--- config.mk ---
export PLATFORM = sky130hd
export DESIGN_NAME = lzrd_ctrl
export DESIGN_NICKNAME = d
export VERILOG_FILES = /design/src/hdl/lzrd_pkg.sv /design/src/hdl/lzrd_ctrl.sv
export SDC_FILE = /design/constraint.sdc
export NUM_CORES = 1
export LEC_CHECK = 0
export BUFFER_PORTS_ARGS = -buffer_cell sky130_fd_sc_hd__buf_2
export CORE_MARGIN = 10
export CORE_UTILIZATION = 64
export DETAILED_ROUTE_END_ITERATION = 16
export PLACE_DENSITY_LB_ADDON = 0.1
export SLEW_MARGIN = 20
export SYNTH_ARGS = -nofsm -noshare
export SYNTH_HDL_FRONTEND = slang
export SYNTH_SLANG_ARGS = --single-unit
--- constraint.sdc ---
create_clock -name clk -period 9.1 [get_ports clk]
set_clock_uncertainty 0.15 [all_clocks]
set_input_delay 0.455 -clock clk [delete_from_list [all_inputs] [get_ports clk]]
set_output_delay 0.455 -clock clk [all_outputs]
set_load 0.05 [all_outputs]
--- src/hdl/lzrd_pkg.sv ---
// ----------------------------------------------------------------------------
// lzrd_pkg - shared definitions for the lzss ring decoder
// Defaults, the parser state type, status codes and the result beat type.
// ----------------------------------------------------------------------------
package lzrd_pkg;

	// default geometry
	localparam int LZRD_RING_SIZE  = 4096;
	localparam int LZRD_MATCH_BIAS = 2;

	// width of the backward distance carried by a match token
	localparam int LZRD_DIST_W = 12;

	// preset content of the lower part of the ring
	localparam logic [7:0] LZRD_FILL_BYTE = 8'h20;

	// parser and copy sequencer states
	typedef enum logic [3:0] {
		S_START,
		S_FLAG,
		S_TOKEN,
		S_HIGH,
		S_REDUCE,
		S_ADDR,
		S_COPY,
		S_SUM,
		S_DONE
	} lzrd_state_t;

	// final status codes
	typedef enum logic [1:0] {
		STAT_OK       = 2'd0,
		STAT_MISMATCH = 2'd1,
		STAT_TRUNC    = 2'd2
	} lzrd_status_t;

	// one result beat as produced by the sequencer
	typedef struct packed {
		logic         valid;
		logic [7:0]   out_byte;
		logic         out_last;
		logic         status_valid;
		lzrd_status_t status;
	} lzrd_res_t;

endpackage

--- src/hdl/lzrd_ctrl.sv ---
// ----------------------------------------------------------------------------
// lzrd_ctrl - token parser and copy sequencer
// Parses flag, literal and match beats, reduces the distance by repeated
// subtraction, runs the byte copy loop and keeps the checksum.
// ----------------------------------------------------------------------------
module lzrd_ctrl
	import lzrd_pkg::*;
#(
	parameter int RING_SIZE  = LZRD_RING_SIZE,
	parameter int MATCH_BIAS = LZRD_MATCH_BIAS
) (
	input  logic                         clk,
	input  logic                         arst_n,
	input  logic                         cfg_we,
	input  logic [31:0]                  cfg_wdata,
	input  logic                         in_valid,
	output logic                         in_ready,
	input  logic [7:0]                   in_data_byte,
	input  logic                         in_end_of_stream,
	input  logic                         res_free,
	output lzrd_res_t                    res,
	output logic                         wr_en,
	output logic [$clog2(RING_SIZE)-1:0] wr_addr,
	output logic [7:0]                   wr_data,
	output logic                         rd_en,
	output logic [$clog2(RING_SIZE)-1:0] rd_addr,
	input  logic [7:0]                   rd_data
);

	localparam int AW        = $clog2(RING_SIZE);
	localparam int MAX_MATCH = 16 + MATCH_BIAS;
	localparam int FILL_END  = (RING_SIZE > MAX_MATCH) ? RING_SIZE - MAX_MATCH : 0;
	localparam int CW        = $clog2(MAX_MATCH + 1);
	localparam int DW        = LZRD_DIST_W + 1;
	localparam int RED_STEPS = LZRD_DIST_W + 1 - AW;
	localparam int SW        = (RED_STEPS > 1) ? $clog2(RED_STEPS) : 1;

	lzrd_state_t   state_q, state_d;
	logic [31:0]   cfg_q;
	logic [31:0]   rem_q;
	logic [31:0]   sum_q;
	logic [31:0]   recv_q;
	logic [1:0]    scnt_q;
	logic [8:0]    flag_q;
	logic [7:0]    low_q;
	logic [DW-1:0] dist_q;
	logic [SW-1:0] step_q;
	logic [CW-1:0] len_q;
	logic [AW-1:0] wp_q;
	logic [AW-1:0] src_q;
	logic          rdv_q;

	logic          accept;
	logic          byte_emit;
	logic          copy_emit;
	logic          issue;
	logic          tok_done;
	logic [8:0]    flag_shr;
	logic [31:0]   rem_dec;
	lzrd_state_t   fin_state;
	logic [31:0]   recv_new;
	logic [CW-1:0] count;
	logic [DW-1:0] ring_shl;
	logic [AW:0]   src_sub;

	function automatic logic [AW-1:0] ring_inc(input logic [AW-1:0] a);
		if (a == AW'(RING_SIZE - 1)) begin
			return '0;
		end
		return a + 1'b1;
	endfunction

	// shared terms
	always_comb begin
		flag_shr  = flag_q >> 1;
		rem_dec   = rem_q - 32'd1;
		if (rem_dec == 32'd0) begin
			fin_state = S_SUM;
		end else if (flag_shr <= 9'd1) begin
			fin_state = S_FLAG;
		end else begin
			fin_state = S_TOKEN;
		end
		recv_new  = recv_q | (32'(in_data_byte) << {scnt_q, 3'b000});
		count     = CW'(in_data_byte[3:0]) + CW'(MATCH_BIAS + 1);
		ring_shl  = DW'(RING_SIZE) << step_q;
		src_sub   = {1'b0, wp_q} - {1'b0, dist_q[AW-1:0]};
		copy_emit = rdv_q && res_free;
		issue     = (state_q == S_COPY) && (len_q != '0) && (!rdv_q || copy_emit);
	end

	// handshake, result beat and ring controls
	always_comb begin
		in_ready  = 1'b0;
		res       = '0;
		wr_en     = 1'b0;
		wr_data   = in_data_byte;
		rd_en     = issue;
		byte_emit = 1'b0;
		tok_done  = 1'b0;
		case (state_q)
			S_START, S_FLAG, S_TOKEN, S_HIGH, S_SUM: in_ready = res_free;
			S_DONE:                                  in_ready = 1'b1;
			default:                                 in_ready = 1'b0;
		endcase
		accept = in_valid && in_ready;
		case (state_q)
			S_START: begin
				if (accept && (cfg_q == 32'd0)) begin
					res.valid        = 1'b1;
					res.status_valid = 1'b1;
					res.status       = STAT_OK;
					res.out_last     = 1'b1;
				end else if (accept && in_end_of_stream) begin
					res.valid        = 1'b1;
					res.status_valid = 1'b1;
					res.status       = STAT_TRUNC;
					res.out_last     = 1'b1;
				end
			end
			S_FLAG, S_HIGH: begin
				if (accept && in_end_of_stream) begin
					res.valid        = 1'b1;
					res.status_valid = 1'b1;
					res.status       = STAT_TRUNC;
					res.out_last     = 1'b1;
				end
			end
			S_TOKEN: begin
				if (accept && in_end_of_stream) begin
					res.valid        = 1'b1;
					res.status_valid = 1'b1;
					res.status       = STAT_TRUNC;
					res.out_last     = 1'b1;
				end else if (accept && flag_q[0]) begin
					res.valid    = 1'b1;
					res.out_byte = in_data_byte;
					res.out_last = 1'b1;
					wr_en        = 1'b1;
					byte_emit    = 1'b1;
					tok_done     = 1'b1;
				end
			end
			S_COPY: begin
				if (copy_emit) begin
					res.valid    = 1'b1;
					res.out_byte = rd_data;
					res.out_last = (len_q == '0);
					wr_en        = 1'b1;
					wr_data      = rd_data;
					byte_emit    = 1'b1;
					tok_done     = (len_q == '0);
				end
			end
			S_SUM: begin
				if (accept && in_end_of_stream) begin
					res.valid        = 1'b1;
					res.status_valid = 1'b1;
					res.status       = STAT_TRUNC;
					res.out_last     = 1'b1;
				end else if (accept && (scnt_q == 2'd3)) begin
					res.valid        = 1'b1;
					res.status_valid = 1'b1;
					res.status       = (recv_new == sum_q) ? STAT_OK : STAT_MISMATCH;
					res.out_last     = 1'b1;
				end
			end
			default: begin
			end
		endcase
	end

	assign wr_addr = wp_q;
	assign rd_addr = src_q;

	// next state
	always_comb begin
		state_d = state_q;
		case (state_q)
			S_START: begin
				if (accept) begin
					if ((cfg_q == 32'd0) || in_end_of_stream) begin
						state_d = S_DONE;
					end else begin
						state_d = S_TOKEN;
					end
				end
			end
			S_FLAG: begin
				if (accept) begin
					state_d = in_end_of_stream ? S_DONE : S_TOKEN;
				end
			end
			S_TOKEN: begin
				if (accept) begin
					if (in_end_of_stream) begin
						state_d = S_DONE;
					end else if (flag_q[0]) begin
						state_d = fin_state;
					end else begin
						state_d = S_HIGH;
					end
				end
			end
			S_HIGH: begin
				if (accept) begin
					state_d = in_end_of_stream ? S_DONE : S_REDUCE;
				end
			end
			S_REDUCE: begin
				if (step_q == '0) begin
					state_d = S_ADDR;
				end
			end
			S_ADDR:  state_d = S_COPY;
			S_COPY: begin
				if (tok_done) begin
					state_d = fin_state;
				end
			end
			S_SUM: begin
				if (accept && (in_end_of_stream || (scnt_q == 2'd3))) begin
					state_d = S_DONE;
				end
			end
			S_DONE:  state_d = S_DONE;
			default: state_d = S_DONE;
		endcase
	end

	// control and model state registers
	always_ff @(posedge clk or negedge arst_n) begin
		if (!arst_n) begin
			state_q <= S_START;
			cfg_q   <= '0;
			rem_q   <= '0;
			sum_q   <= '0;
			recv_q  <= '0;
			scnt_q  <= '0;
			flag_q  <= '0;
			wp_q    <= AW'(FILL_END % RING_SIZE);
			rdv_q   <= 1'b0;
		end else begin
			state_q <= state_d;
			if (cfg_we) begin
				cfg_q <= cfg_wdata;
			end
			if ((state_q == S_START) && accept) begin
				rem_q <= cfg_q;
			end
			// flag byte, either first after start or announced by the shift
			if (accept && !in_end_of_stream &&
				(((state_q == S_START) && (cfg_q != 32'd0)) || (state_q == S_FLAG))) begin
				flag_q <= {1'b1, in_data_byte};
			end else if (tok_done) begin
				flag_q <= flag_shr;
			end
			// emitted byte: checksum, count and ring position
			if (byte_emit) begin
				sum_q <= sum_q + 32'(res.out_byte);
				rem_q <= rem_dec;
				wp_q  <= ring_inc(wp_q);
			end
			// trailing checksum bytes
			if ((state_q == S_SUM) && accept && !in_end_of_stream) begin
				recv_q <= recv_new;
				scnt_q <= scnt_q + 2'd1;
			end
			// read in flight
			if (issue) begin
				rdv_q <= 1'b1;
			end else if (copy_emit) begin
				rdv_q <= 1'b0;
			end
		end
	end

	// match datapath
	always_ff @(posedge clk) begin
		if ((state_q == S_TOKEN) && accept && !in_end_of_stream && !flag_q[0]) begin
			low_q <= in_data_byte;
		end
		if ((state_q == S_HIGH) && accept && !in_end_of_stream) begin
			dist_q <= {1'b0, in_data_byte[7:4], low_q};
			step_q <= SW'(RED_STEPS - 1);
			len_q  <= (rem_q < 32'(count)) ? rem_q[CW-1:0] : count;
		end
		// distance modulo ring size, one shifted subtraction per cycle
		if (state_q == S_REDUCE) begin
			if (dist_q >= ring_shl) begin
				dist_q <= dist_q - ring_shl;
			end
			if (step_q != '0) begin
				step_q <= step_q - 1'b1;
			end
		end
		// copy source behind the write position
		if (state_q == S_ADDR) begin
			if (wp_q >= dist_q[AW-1:0]) begin
				src_q <= src_sub[AW-1:0];
			end else begin
				src_q <= AW'(src_sub + (AW+1)'(RING_SIZE));
			end
		end
		if (issue) begin
			src_q <= ring_inc(src_q);
			len_q <= len_q - 1'b1;
		end
	end

endmodule

==> out/qor.yml <==
status:
  status: "finished with violations"
  violations: "hold timing"
sta:
  relSlewSlack: 0.299
  fin_crit_ns: 4.57
  worstMarginPinSlew_ns: 1.04
  finalHoldViolations: 16
  rsz0062_at_grt: "no"
  setup_tns_ns: 0
  period_share: 0.502
  whs_ns: -0.0629
  fmax_ghz: 0.219
  maxSlewViolCount: 0
  setup_violations: 0
detailed_routing:
  ant_nets: 0
  vias_per_cell: 6.33
  num_vias: 9187
  drc: 0
  wirelength_um: 29200
  dr.pass1.iters: 6
  drt_iter0_markers: 903
  wl_per_cell_um: 20.1
worst_setup_path:
  crit_path_frequent_cell: "nor2b_1"
  ff2ff_setup_slack_ns: 4.53
  critPathLaunchType: "flop"
  worstPathRequired_ns: 9.31
  path_class: "flop to flop"
  critPathMaxStageDelay_ns: 0.63
  worst_path_max_delay_cell: "dfrtp_1"
  cp_cell_sequence: "nor2b_1, and3_1, and4_1, a21boi_0, fa_1, nor2b_1, o21ai_0, a21o_1, a221oi_2, nand3_1, nor2_1, xor2_1"
  end_kind: "flop"
  path_max_fanout: 15
  arrival_ns: 4.78
floorplan:
  die_w_um: 151
  start_util: 0.658
  std_cell_rows: 47
  ios: 102
  fp.dieH_um: 151
  coreArea_um2: 16700
  dieArea_um2: 22800
logic_synthesis:
  yosysWarnings: 0
  synth_area_leader_cell: "dfrtp_1"
  synth_ff_type: "dfrtp_1"
  syn-cell-area_um2: 11000
  ys_seq_elements: 195
  synth_seq_area_share: 0.453
  synth_cell_types: 81
  yosys-top-cells-area: "dfrtp_1 33%, edfxtp_1 7.7%, xnor2_1 5.1%"
  syn-instance-count: 1146
  synth_nets: 1233
  postSynth.asyncResetShare: 0.800
  avgSynthCellArea_um2: 9.59
  yosys.area.top_type_share: 0.332
  synth_edf_count: 28
global_route:
  grt_pass1_wl_um: 46800
  grt_pass1_vias: 8802
  antenna_found_initial: 2
  grtUsageTotal: 0.258
  grt_overflow: 0
  grt_max_degree: 103
clock_tree:
  cts_tree: "built"
  cts_max_path_buffers: 2
  cts_hold_buf: 0
  cts.clk_slew.worst_paths_ns: 0.07
  cts_max_level: 4
  post-cts-setup-buffers: 0
  numCtsBuffers: 17
  clock-sinks: 195
  post_cts_resized: 0
  worstSkewPairLatency_ns: 0.44
  cts_root_buf: "clkbuf_16"
power:
  p_per_area_nw_per_um2: 140
  ir_worst_vdd_mv: 0.135
  p_leak_nw: 5.72
hold_path:
  min_path_type: "input pin to asynchronous set/reset pin"
finish:
  multiInputGateArea_um2: 5620
  seq_area_um2: 4980
  final_common_cell: "dfrtp_1"
  fillers: 1285
  synthToLayoutAreaGrowth_pct: 10.5
  final-instance-count-excl-fill: 1451
  final_cell_mix: "146 x dfrtp_1, 111 x nand2_1, 100 x buf_2, 82 x nor2_1, 73 x a21oi_1"
  num-nets-final: 1303
  drive_above_1_share: 0.162
placement:
  hpwl_um: 21200
  gp_congestion: 0.933
  dp_cells: 1417
  port_buffers: 101
run:
  drv_cap: 0
[synth_stat cells, types with 8 or more instances]
library cell,n
o21a_1,8
mux2i_1,15
clkbuf_1,42
nor2b_1,10
inv_1,46
and3_1,16
nand2_1,111
o22ai_1,13
o21ai_1,38
dfstp_2,10
nor4_1,33
nand3_1,33
a221o_1,8
o21ai_0,27
nor3_1,35
xor2_1,32
dfxtp_1,11
o31ai_1,8
mux2_2,33
edfxtp_1,28
a21o_1,36
a21oi_1,73
xnor2_1,64
nand2b_1,12
nand4_1,17
dfrtp_1,146
ha_1,31
nor2_1,82
[worst max-delay path, delay by kind of cell, from the launching register on]
kind | cells | cell delay (ns)
AND/OR/NAND/NOR | 6 | 1.85
AO/OA/AOI/OAI | 4 | 1.19
flip-flops | 1 | 0.63
adder cells (fa/ha/maj) | 1 | 0.49
XOR/XNOR | 1 | 0.16
[layout make-up]
type,count,area share
antenna,2,0.000412
tap,220,0.0227
inverter,48,0.0148
clock inverter,12,0.00783
clock buffer,20,0.0368
timing repair buffer,105,0.0446
sequential,195,0.410
multi-input combinational,849,0.463
[logic make-up (layout without fill, tap and decap cells)]
| logic type | Yosys count | count (layout) | synth area share |
|---|---|---|---|
| buffers and inverters | 102 | 185 | 0.0360 |
| other | 0 | 2 | 0 |
| XOR/XNOR | 96 | 96 | 0.0765 |
| AO/OA/AOI/OAI | 266 | 266 | 0.158 |
| adder cells (fa/ha/maj) | 33 | 33 | 0.0389 |
| AND/OR/NAND/NOR | 402 | 402 | 0.186 |
| flip-flops | 195 | 195 | 0.453 |
| multiplexers | 52 | 52 | 0.0516 |
[sequential cells by signal (all words and copies together), names as in the netlist]
name,flops
cfg_q,32
dist_q,13
flag_q,9
len_q,5
low_q,8
rd_addr,12
rdv_q,1
recv_q,32
rem_q,32
scnt_q,2
state_q,4
step_q,1
sum_q,32
wr_addr,12
[report_power, final]
group | internal, W | leakage [nW] | switching (W) | total [W]
registers | 0.000896 | 2.35 | 0.0000165 | 0.000913
clock network | 0.000363 | 0.261 | 0.000345 | 0.000708
logic | 0.0000312 | 3.11 | 0.0000508 | 0.0000820
[path summary, 6_finish.rpt]
kind                                   startpoint               endpoint  depth (start not counted)
max in group asynchronous                  arst_n  recv_q[3]$_DFFE_PN0P_                          2
min reg2reg                    low_q[6]$_DFFE_PP_      dist_q[6]$_DFF_P_                          2
max                        state_q[1]$_DFFE_PN0P_  sum_q[26]$_DFFE_PN0P_                         12
min                                        arst_n  rem_q[14]$_DFFE_PN0P_                          1
min in group clk                     cfg_wdata[6]   cfg_q[6]$_DFFE_PN0P_                          2
max reg2reg                state_q[1]$_DFFE_PN0P_  sum_q[26]$_DFFE_PN0P_                         12
[stage by stage]
stage,area [um^2],power [W],utilization,hold WS [ns],setup WS (ns)
6_report,12100,0.00170,0.727,-0.0629,4.53
5_1_grt,12100,0.00175,0.726,0.0291,4.17
4_1_cts,12100,0.00170,0.726,0.0235,4.63
3_5_place_dp,11600,0.00101,0.694,0.284,4.71
3_3_place_gp,11600,0.00101,0.694,0.278,4.84
2_1_floorplan,11000,0.000965,-,0.00941,4.05
[metal layers]
metal	part of all wire	up-vias	track usage
met5	0.00031	-	0
li1	-	4298	-
met1	0.43	4417	0.354
met4	0.023	2	0.0760
met3	0.10	52	0.0782
met2	0.44	418	0.388
(Power assumes the default switching activity.)
